$ cat config.mk
export PLATFORM = sky130hd
export DESIGN_NAME = signed_int_to_decimal_ascii
export DESIGN_NICKNAME = d
export VERILOG_FILES = /design/src/rtl/sitda_pkg.sv /design/src/rtl/signed_int_to_decimal_ascii.sv
export VERILOG_INCLUDE_DIRS = /design/src /design/src/rtl
export SDC_FILE = /design/constraint.sdc
export NUM_CORES = 1
export LEC_CHECK = 0
export ABC_CLOCK_PERIOD_IN_PS = 4200
export BUFFER_PORTS_ARGS = -buffer_cell sky130_fd_sc_hd__buf_2
export CAP_MARGIN = 20
export CORE_MARGIN = 4
export CORE_UTILIZATION = 58
export CTS_BUF_LIST = sky130_fd_sc_hd__clkbuf_4 sky130_fd_sc_hd__clkbuf_8
export CTS_CLUSTER_SIZE = 24
export DETAILED_ROUTE_END_ITERATION = 16
export GPL_TIMING_DRIVEN = 0
export PLACE_DENSITY_LB_ADDON = 0.2
export SLEW_MARGIN = 25
export SYNTH_ARGS = -nofsm -noshare
export SYNTH_HDL_FRONTEND = slang
export SYNTH_SLANG_ARGS = --single-unit
$ cat constraint.sdc
create_clock -name clock -period 4.2 [get_ports clock]
set_input_delay 0.84 -clock clock [delete_from_list [all_inputs] [get_ports clock]]
set_output_delay 0.84 -clock clock [all_outputs]
set_load 0.05 [all_outputs]
$ cat src/rtl/assert_macros.svh
// Assertion macros included by the top-level RTL file.
`ifndef ASSERT_MACROS_SVH
`define ASSERT_MACROS_SVH

// Clocked check, muted while reset is high.
`define ASSERT_CLK(lbl, clk, rst, prop, msg) \
   lbl: assert property (@(posedge clk) disable iff (rst) prop) else $error(msg);

// Clocked check that also covers the reset cycles.
`define ASSERT_ALWAYS(lbl, clk, prop, msg) \
   lbl: assert property (@(posedge clk) prop) else $error(msg);

`endif

$ cat src/rtl/sitda_pkg.sv
// Package: types and constants for the integer to decimal text converter.
`timescale 1ns / 1ps

package sitda_pkg;

   // Default width of the signed input value
   localparam int VALUE_WIDTH_DEF = 32;

   // ASCII codes used in the output run
   localparam logic [7:0] CHAR_ZERO  = 8'h30;
   localparam logic [7:0] CHAR_NINE  = 8'h39;
   localparam logic [7:0] CHAR_MINUS = 8'h2D;

   // Sequencer states
   typedef enum logic [2:0] {
      ST_IDLE,
      ST_CONVERT,
      ST_SKIP,
      ST_SIGN,
      ST_EMIT
   } state_type;

endpackage

$ cat src/rtl/signed_int_to_decimal_ascii.sv
// Top level: signed integer to decimal ASCII character stream converter.
//
// Usage:
//   The req_ channel takes one signed two's complement value per request.
//   The rsp_ channel returns its decimal text one ASCII character per beat,
//   most significant first, with a leading '-' for negative values. Leading
//   zeros are dropped; zero gives a single '0'. rsp_tlast marks the final
//   character of each run. The most negative value converts exactly.
//   Timing: the magnitude is converted by a shift-add-3 (double dabble) loop,
//   one input bit per cycle. Leading zero digits are then dropped one per
//   cycle, keeping at least one of the ND digit slots (ND = 10 at 32 bits),
//   a final step ends that pass, and the characters leave one per cycle
//   while the receiver does not stall.
//   One request is worked at a time; req_tready is high only when the
//   sequencer is idle, which it may be while the final character still waits
//   in the output register.
//   Reset clears the sequencer and the output valid flag.
//   A receiver stall holds the current character and pauses the run.
`timescale 1ns / 1ps
`include "assert_macros.svh"

module signed_int_to_decimal_ascii
   import sitda_pkg::*;
#(
   parameter int VALUE_WIDTH = VALUE_WIDTH_DEF
) (
   input  logic                                   clock,
   input  logic                                   reset,
   // request channel
   input  logic                                   req_tvalid,
   output logic                                   req_tready,
   input  logic [((VALUE_WIDTH + 7) / 8) * 8 - 1:0] req_tdata,  // [VALUE_WIDTH-1:0] value
   // response channel
   output logic                                   rsp_tvalid,
   input  logic                                   rsp_tready,
   output logic [7:0]                             rsp_tdata,  // [7:0] character
   output logic                                   rsp_tlast   // last
);

   // Decimal digits needed for any VALUE_WIDTH-bit magnitude
   localparam int ND      = ((VALUE_WIDTH * 1233) >> 12) + 1;
   localparam int BW      = ND * 4;
   localparam int CNT_W   = $clog2(VALUE_WIDTH + 1);
   localparam int DIG_W   = $clog2(ND + 1);

   state_type            state_ff, state_in;
   logic [VALUE_WIDTH-1:0] mag_ff, mag_in;
   logic [BW-1:0]        bcd_ff, bcd_in;
   logic [BW-1:0]        bcd_adj;
   logic [CNT_W-1:0]     bits_ff, bits_in;
   logic [DIG_W-1:0]     dig_ff, dig_in;
   logic                 neg_ff, neg_in;
   logic                 rsp_valid_ff, rsp_valid_in;
   logic [7:0]           rsp_char_ff, rsp_char_in;
   logic                 rsp_last_ff, rsp_last_in;

   logic [VALUE_WIDTH-1:0] raw_value;
   logic [3:0]           top_digit;
   logic                 slot_free;

   assign raw_value  = req_tdata[VALUE_WIDTH-1:0];
   assign top_digit  = bcd_ff[BW-1 -: 4];
   assign slot_free  = !rsp_valid_ff || rsp_tready;

   assign req_tready = (state_ff == ST_IDLE);
   assign rsp_tvalid = rsp_valid_ff;
   assign rsp_tdata  = rsp_char_ff;
   assign rsp_tlast  = rsp_last_ff;

   // Add-3 correction on every BCD digit of five or more
   always_comb begin
      logic [3:0] dg;
      dg = '0;
      for (int i = 0; i < ND; i++) begin
         dg = bcd_ff[i*4 +: 4];
         bcd_adj[i*4 +: 4] = (dg >= 4'd5) ? (dg + 4'd3) : dg;
      end
   end

   // Sequencer: next state, datapath and output register loads
   always_comb begin
      state_in     = state_ff;
      mag_in       = mag_ff;
      bcd_in       = bcd_ff;
      bits_in      = bits_ff;
      dig_in       = dig_ff;
      neg_in       = neg_ff;
      rsp_char_in  = rsp_char_ff;
      rsp_last_in  = rsp_last_ff;
      rsp_valid_in = rsp_valid_ff && !rsp_tready;

      unique case (state_ff)
         ST_IDLE: begin
            if (req_tvalid) begin
               neg_in   = raw_value[VALUE_WIDTH-1];
               mag_in   = raw_value[VALUE_WIDTH-1] ? (~raw_value + 1'b1) : raw_value;
               bcd_in   = '0;
               bits_in  = CNT_W'(VALUE_WIDTH);
               dig_in   = DIG_W'(ND);
               state_in = ST_CONVERT;
            end
         end
         ST_CONVERT: begin
            // one magnitude bit enters the BCD register per cycle
            bcd_in  = {bcd_adj[BW-2:0], mag_ff[VALUE_WIDTH-1]};
            mag_in  = {mag_ff[VALUE_WIDTH-2:0], 1'b0};
            bits_in = bits_ff - 1'b1;
            if (bits_ff == CNT_W'(1)) begin
               state_in = ST_SKIP;
            end
         end
         ST_SKIP: begin
            // drop leading zero digits, keep at least one
            if (top_digit == 4'd0 && dig_ff != DIG_W'(1)) begin
               bcd_in = {bcd_ff[BW-5:0], 4'd0};
               dig_in = dig_ff - 1'b1;
            end else begin
               state_in = neg_ff ? ST_SIGN : ST_EMIT;
            end
         end
         ST_SIGN: begin
            if (slot_free) begin
               rsp_valid_in = 1'b1;
               rsp_char_in  = CHAR_MINUS;
               rsp_last_in  = 1'b0;
               state_in     = ST_EMIT;
            end
         end
         ST_EMIT: begin
            if (slot_free) begin
               rsp_valid_in = 1'b1;
               rsp_char_in  = CHAR_ZERO + {4'd0, top_digit};
               rsp_last_in  = (dig_ff == DIG_W'(1));
               bcd_in       = {bcd_ff[BW-5:0], 4'd0};
               dig_in       = dig_ff - 1'b1;
               if (dig_ff == DIG_W'(1)) begin
                  state_in = ST_IDLE;
               end
            end
         end
         default: begin
            state_in = ST_IDLE;
         end
      endcase
   end

   // State register
   always_ff @(posedge clock) begin
      if (reset) begin
         state_ff <= ST_IDLE;
      end else begin
         state_ff <= state_in;
      end
   end

   // Output valid flag
   always_ff @(posedge clock) begin
      if (reset) begin
         rsp_valid_ff <= 1'b0;
      end else begin
         rsp_valid_ff <= rsp_valid_in;
      end
   end

   // Datapath and output payload
   always_ff @(posedge clock) begin
      mag_ff      <= mag_in;
      bcd_ff      <= bcd_in;
      bits_ff     <= bits_in;
      dig_ff      <= dig_in;
      neg_ff      <= neg_in;
      rsp_char_ff <= rsp_char_in;
      rsp_last_ff <= rsp_last_in;
   end

   // Checks
   `ASSERT_CLK(a_accept_starts, clock, reset, (req_tvalid && req_tready) |=> (state_ff == ST_CONVERT), "accepted request did not start conversion")
   `ASSERT_CLK(a_char_legal, clock, reset, rsp_tvalid |-> ((rsp_tdata == CHAR_MINUS) || ((rsp_tdata >= CHAR_ZERO) && (rsp_tdata <= CHAR_NINE))), "illegal output character")
   `ASSERT_CLK(a_sign_not_last, clock, reset, (rsp_tvalid && rsp_tdata == CHAR_MINUS) |-> !rsp_tlast, "sign marked as last character")
   `ASSERT_CLK(a_digits_left, clock, reset, (state_ff != ST_IDLE && state_ff != ST_CONVERT) |-> (dig_ff != '0), "digit counter ran out while busy")
   `ASSERT_ALWAYS(a_reset_clear, clock, reset |=> (!rsp_tvalid && state_ff == ST_IDLE), "reset did not clear control state")

endmodule

==> qor.yml, run 1 <==
outcome:
  outcome: "finished clean"
worst_setup_path:
  reg2reg_from: "state_ff[0]$_SDFFE_PP0P_"
  r2r_end: "bcd_ff[25]$_DFFE_PP_"
  crit_required_ns: 4.29
  r2r_slack_ns: 1.15
  cp_max_fo: 39
  cp-end-kind: "register"
  start_kind: "register"
  crit_arrival_ns: 3.14
  r2r_cells: 7
  crit_type: "reg -> reg"
floorplanning:
  die_x_um: 107.2
  core_area_um2: 9415
  num_rows: 35
  dieHeight_um: 107.2
  io_pins: 47
  dieArea_um2: 11500
  start_util_pct: 60.68
synth:
  synth_warnings: 0
  yosysTopAreaCellShare_pct: 46.78
  avgSynthCellArea_um2: 9.936
  synth.distinct_cells: 56
  synth-async-reset-ratio_pct: 0
  synth_edf_count: 89
  yosysSeqAreaShare_pct: 48.18
  yosys-top-cells-area: "edfxtp_1 (47%), ha_1 (5.7%), o21ai_0 (5.4%)"
  synth_area_um2: 5713
  yosys.area.top_type: "edfxtp_1"
  ys_seq_elements: 93
  synthFlopType: "edfxtp_1"
  synthCells: 575
timing:
  period_minus_slack_ns: 3.055
  worst_slew_pin_slew_ns: 0.9479
  fin_ws_ns: 1.145
  max_freq_mhz: 327.3
  fin_worst_skew_ns: 0.01260
  hold_ws_ns: 0.5281
  rsz0062_at_grt: "no"
  maxSlewHeadroom_pct: 36.81
  slew_violations: 0
  setup_violations: 0
  min_period_over_period_pct: 72.74
  finalHoldViolCount: 0
clock_tree:
  post_cts_buffers: 0
  h-tree-depth: 3
  cts.repair.resized: 0
  clkSinkCount: 93
  cts_made_buffers: 9
  clock_tree.buffer_depth: 2
  clkSlewWorstSetupHoldPaths_ns: 0.09
  root_buffer: "clkbuf_8"
  ctsHoldBuffers: 0
  cts_tree: "yes"
  clkLatencyLatePin_ns: 0.37
layout:
  syn2layout_area_growth_pct: 11.24
  final_core_util_pct: 67.50
  mostFrequentLayoutCells: "edfxtp_1 (89), nand2_1 (65), o21ai_0 (62), buf_2 (46), a21oi_1 (44)"
  antenna_cells: 0
  drive_gt1_share_pct: 14.13
  final_nets: 694
  final_common_cell: "edfxtp_1"
pwr:
  switching_share_pct: 41.01
  p_sw_uw: 1844
  internal_power_uw: 2653
  leakage_uw: 0.002319
  seq_power_share_pct: 43.4
  pwr-share-comb_pct: 42.9
  power_uw: 4497
  vdd.ir_drop.worst_mv: 0.3260
  power_frac_clock_pct: 13.7
  power.density_nw_per_um2: 707.6
grt:
  grt_use_total_pct: 22.19
  overflow: 0
  grt_pass1_wl_um: 20310
  grt_max_degree: 40
  grt_pass1_vias: 4254
  antenna_found_initial: 1
route:
  final_antenna_net_count: 0
  drc: 0
  vias: 4467
  dr.pass1.iters: 5
  wl_per_cell_um: 16.21
  wirelength_um: 12420
  drt_iter0_drc: 298
  via_per_inst: 5.832
place:
  place_ws_ns: 1.130
  portBuffers: 43
  dp_hpwl_um: 8862
  gp_congestion: 0.8299
hold_path:
  min_to: "rsp_tvalid$_SDFF_PP0_"
  worstHoldStart: "rsp_tvalid$_SDFF_PP0_"
  hold_depth: 2
  hold_class: "reg -> reg"
job:
  maxCapViolations: 0
[how the worst max path moves through the flow]
stage / from / end / slack, ns / depth (start not counted)
after global routing: state_ff[0]$_SDFFE_PP0P_ / bcd_ff[28]$_DFFE_PP_ / 0.90 / 7
after floorplan: state_ff[1]$_SDFFE_PP0P_ / bcd_ff[0]$_DFFE_PP_ / 0.19 / 5
final: state_ff[0]$_SDFFE_PP0P_ / bcd_ff[25]$_DFFE_PP_ / 1.15 / 7
after global placement: state_ff[1]$_SDFFE_PP0P_ / bcd_ff[24]$_DFFE_PP_ / -0.23 / 5
after CTS: state_ff[0]$_SDFFE_PP0P_ / bcd_ff[31]$_DFFE_PP_ / 1.11 / 7
after detailed placement: state_ff[0]$_SDFFE_PP0P_ / bcd_ff[24]$_DFFE_PP_ / 1.13 / 7
[power groups by stage]
stage | logic (uW) | registers, uW | clock network [uW]
final | 1930 | 1950 | 615
after detailed placement | 1910 | 1970 | 0
after global routing | 2170 | 2010 | 664
after global placement | 1730 | 1970 | 0
after floorplan | 1360 | 1910 | 0
after CTS | 1930 | 1950 | 616
[through the flow]
stage / setup TNS, ns / std cells / area, um2
floorplan: 0 / 576 / 5717
global placement: -8.997 / 748 / 6093
detailed placement: 0 / 750 / 6160
CTS: 0 / 766 / 6355
global route: 0 / 766 / 6355
finish: 0 / 766 / 6355
[per-layer routing]
| metal | track usage, % | wire length, um | vias up |
|---|---|---|---|
| li1 | - | - | 2183 |
| met1 | 29.21 | 5459 | 2132 |
| met2 | 37.94 | 6078 | 132 |
| met3 | 3.974 | 705 | 18 |
| met4 | 5.571 | 161 | 2 |
| met5 | 0 | 13 | - |
[cell families (layout without fill, tap and decap cells)]
logic type | count (synthesis) | count (layout) | synth area share [%]
DFF | 93 | 93 | 48.18
and+or+nand+nor | 190 | 190 | 17.37
muxes | 1 | 1 | 0.1752
other | 2 | 3 | 0.1315
buffers and inverters | 58 | 119 | 4.205
adders and majority gates | 26 | 26 | 5.694
xor gates and xnor gates | 44 | 44 | 6.746
AOI/OAI and AO/OA | 161 | 161 | 17.50
[cell type report]
cell class                 count  area (um2)
clock buffer                  10       131.4
sequential                    93        2753
tap                          129       161.4
multi-input combinational    425        2735
inverter                      31       116.4
clock inverter                 6       63.81
timing repair buffer          45       270.3
fill                         726        3060
buffer                        27       123.9
[worst max-delay path: stages, from the launching register on]
cell,delay (ns)
dfxtp_1,0.44
inv_1,0.14
nor3_1,0.28
clkbuf_1,0.38
or2_2,0.83
o21bai_4,0.31
buf_16,0.21
buf_16,0.17
[sequential cells by signal (all words and copies together) (netlist names)]
name,flops
bcd_ff,40
dig_ff,4
state_ff,3
neg_ff,1
rsp_tlast,1
rsp_tvalid,1
mag_ff,32
bits_ff,6
rsp_tdata,5
[cell usage after synthesis (all sizes together), types with 8 or more instances]
master and count:
clkbuf 19, a21oi 44, edfxtp 89, o31ai 17, nand2 66, nor3b 12
o21ai 69, nor3 11, nor2 39, nand2b 15, xnor2 15, inv 31
ha 26, buf 8, xor2 29
Note: power is estimated with default switching activity, not from simulation.
==> run 2, diff against run 1 <==
--- a/config.mk
+++ b/config.mk
@@ -6,11 +6,12 @@
 export SDC_FILE = /design/constraint.sdc
 export NUM_CORES = 1
 export LEC_CHECK = 0
-export ABC_CLOCK_PERIOD_IN_PS = 4200
+export ABC_AREA = 1
+export ABC_CLOCK_PERIOD_IN_PS = 2700
 export BUFFER_PORTS_ARGS = -buffer_cell sky130_fd_sc_hd__buf_2
 export CAP_MARGIN = 20
 export CORE_MARGIN = 4
-export CORE_UTILIZATION = 58
+export CORE_UTILIZATION = 57
 export CTS_BUF_LIST = sky130_fd_sc_hd__clkbuf_4 sky130_fd_sc_hd__clkbuf_8
 export CTS_CLUSTER_SIZE = 24
 export DETAILED_ROUTE_END_ITERATION = 16
==> constraint.sdc (replaced) <==
create_clock -name clock -period 2.7 [get_ports clock]
set_input_delay 0.54 -clock clock [delete_from_list [all_inputs] [get_ports clock]]
set_output_delay 0.54 -clock clock [all_outputs]
set_load 0.05 [all_outputs]
==> run 2 against run 1 <==
Net effect: critical path depth unchanged; first-iteration DRC count increased by 37%; non-clock buffer count is 3 lower; synthesized area increased by 3.7%; sequential share of layout area down 1.9 points; sequential power is 57% higher; clock skew rose by 0.0030 ns; final cell count rose by 20%; fmax increased by 28%; global-route usage is 1.3 points higher; combinational power up 77%; largest power group is now combinational logic.
==> qor.yml, run 2 <==
floorplanning:
  num_rows: 36
  dieHeight_um: 109.9
  io_pins: 47
  start_util_pct: 59.50
  core_area_um2: 9955
  dieArea_um2: 12090
  die_x_um: 109.9
layout:
  num-fill-cells: 816
  final_nets: 842
  biggestRegsByFlops: "bcd_ff x40, mag_ff x32, bits_ff x6"
  finalNonFillerCells: 918
  top_register: "bcd_ff"
  final_core_util_pct: 66.79
  syn2layout_area_growth_pct: 12.25
  largest_register_ffs: 40
  final_common_cell: "nand2_1"
  drive_gt1_share_pct: 13.63
  mostFrequentLayoutCells: "nand2_1 (151), inv_1 (98), nor2_1 (92), edfxtp_1 (89), o21ai_0 (74)"
  regArea_um2: 2753
  multi_input_area_um2: 2673
  antenna_cells: 0
worst_setup_path:
  reg2reg_from: "state_ff[1]$_SDFFE_PP0P_"
  cp-end-kind: "register"
  slowest_delay_ns: 0.47
  cp_max_fo: 18
  slowest_stage: "a21oi_4"
  r2r_slack_ns: 0.31
  crit_required_ns: 2.79
  r2r_cells: 7
  path_common_cell: "buf_2"
  path_cells: "nor3_2 -> inv_2 -> buf_2 -> buf_2 -> a21oi_4 -> buf_8 -> buf_16"
  r2r_end: "bcd_ff[24]$_DFFE_PP_"
  crit_type: "reg -> reg"
  crit_arrival_ns: 2.48
  start_kind: "register"
grt:
  use_met2_pct: 39.08
  use_met1_pct: 29.77
  grt_max_degree: 23
  overflow: 0
  grt_pass1_vias: 5025
  grtUsageMet3_pct: 4.345
  grt_pass1_wl_um: 22430
  grt_use_total_pct: 23.51
  antenna_found_initial: 0
  busiest_layer: "met2"
place:
  dp.cells: 902
  place_ws_ns: 0.3332
  portBuffers: 43
  gp_congestion: 0.9330
  dp_hpwl_um: 10070
pwr:
  seq_power_share_pct: 40.2
  pwr-share-comb_pct: 44.8
  p_sw_uw: 3200
  internal_power_uw: 4418
  power.density_nw_per_um2: 1146
  vdd.ir_drop.worst_mv: 0.4586
  switching_share_pct: 42.01
  leakage_uw: 0.002925
  power_uw: 7619
  power_frac_clock_pct: 15.0
timing:
  max_freq_mhz: 418.0
  fin_worst_skew_ns: 0.01557
  hold_ws_ns: 0.3229
  setup_violations: 0
  min_period_over_period_pct: 88.60
  fin_ws_ns: 0.3077
  worst_slew_pin_slew_ns: 0.6588
  finalHoldViolCount: 0
  slew_violations: 0
  maxSlewHeadroom_pct: 56.08
  period_minus_slack_ns: 2.392
  rsz0062_at_grt: "no"
clock_tree:
  clkSlewWorstSetupHoldPaths_ns: 0.09
  root_buffer: "clkbuf_8"
  clkLatencyLatePin_ns: 0.38
  ctsHoldBuffers: 0
  clkSinkCount: 93
  cts_tree: "yes"
  cts.repair.resized: 0
  h-tree-depth: 3
  post_cts_buffers: 0
  clock_tree.buffer_depth: 2
  cts_made_buffers: 9
job:
  maxCapViolations: 0
hold_path:
  worstHoldStart: "reset"
  hold_class: "in -> reg"
  min_to: "state_ff[1]$_SDFFE_PP0P_"
  hold_depth: 2
synth:
  ys_seq_elements: 93
  synthCells: 722
  synth_edf_count: 89
  synth_area_um2: 5923
  synth.distinct_cells: 38
  synthFlopType: "edfxtp_1"
  yosys-top-cells-area: "edfxtp_1 (45%), nand2_1 (9.6%), o21ai_0 (6.3%)"
  avgSynthCellArea_um2: 8.204
  yosysSeqAreaShare_pct: 46.47
  synthTopCellsByCount: "nand2_1 (151), inv_1 (98), nor2_1 (92)"
  synth-async-reset-ratio_pct: 0
  yosysMostFrequentCell: "nand2_1"
  synth_warnings: 0
  yosys.area.top_type: "edfxtp_1"
  yosysTopAreaCellShare_pct: 45.12
route:
  wl_per_cell_um: 14.51
  vias: 5090
  drc: 0
  drt_iter0_drc: 408
  via_per_inst: 5.545
  final_antenna_net_count: 0
  dr.pass1.iters: 5
  wirelength_um: 13320
outcome:
  outcome: "finished clean"
-- run 2: cell types whose count changed in the layout (fill, tap and decap cells not counted), sizes merged, moves of 14 or more --
cell and change:
nor2 +56, xnor2 -14, nand2 +88, inv +72, o31ai -16, nand3 +46, o32ai +16, clkbuf -16
nand2b -15
-- run 2: power groups by stage --
stage / Sequential [uW] / Combinational (uW) / Clock, uW
detailed placement: 3080 / 3390 / 0
finish: 3060 / 3420 / 1140
CTS: 3060 / 3410 / 1140
floorplan: 3090 / 2310 / 0
global placement: 3090 / 3030 / 0
global route: 3140 / 3870 / 1210
-- run 2: worst max-delay path by stage --
| stage | startpoint | to | slack (ns) | cells after the start |
|---|---|---|---|---|
| after floorplan | state_ff[1]$_SDFFE_PP0P_ | bcd_ff[0]$_DFFE_PP_ | 0.13 | 5 |
| after global placement | state_ff[0]$_SDFFE_PP0P_ | bcd_ff[3]$_DFFE_PP_ | -0.63 | 6 |
| after detailed placement | state_ff[1]$_SDFFE_PP0P_ | bcd_ff[3]$_DFFE_PP_ | 0.33 | 7 |
| after CTS | state_ff[1]$_SDFFE_PP0P_ | bcd_ff[22]$_DFFE_PP_ | 0.30 | 7 |
| after global routing | state_ff[0]$_SDFFE_PP0P_ | bcd_ff[3]$_DFFE_PP_ | 0.17 | 8 |
| final | state_ff[1]$_SDFFE_PP0P_ | bcd_ff[24]$_DFFE_PP_ | 0.31 | 7 |
-- run 2: kinds of logic after synthesis --
group,after synthesis,share of synthesized area (%)
compound gates,134,13.31
xor+xnor,20,2.957
fa+ha+maj,26,5.492
buf+inv,126,8.851
flops,93,46.47
other cells,2,0.1268
simple gates,321,22.79
-- run 2: final cells by class --
class | instances | area share [%]
clock buffer | 10 | 2.070
timing repair buffer | 46 | 4.291
buffer | 23 | 2.070
sequential | 93 | 41.40
inverter | 103 | 5.815
clock inverter | 6 | 1.656
tap | 133 | 2.503
multi-input combinational | 504 | 40.20
-- run 2: worst max-delay path, delay by kind of cell (launching register included) --
| family | cells | cell delay, ns |
|---|---|---|
| buffers and inverters | 5 | 0.92 |
| AND/OR/NAND/NOR | 1 | 0.34 |
| AO/OA/AOI/OAI | 1 | 0.47 |
| flip-flops | 1 | 0.36 |
-- run 2: stage by stage --
step / instance area (um2) / TNS [ns]
floorplan: 5934 / 0
detailed placement: 6401 / 0
global placement: 6316 / -25.14
finish: 6649 / 0
CTS: 6649 / 0
global route: 6649 / 0
-- run 2: routing by layer --
metal / wire [um] / up-vias
li1: - / 2531
met1: 5709 / 2361
met2: 6490 / 172
met3: 795 / 26
met4: 327 / 0
met5: 0 / -
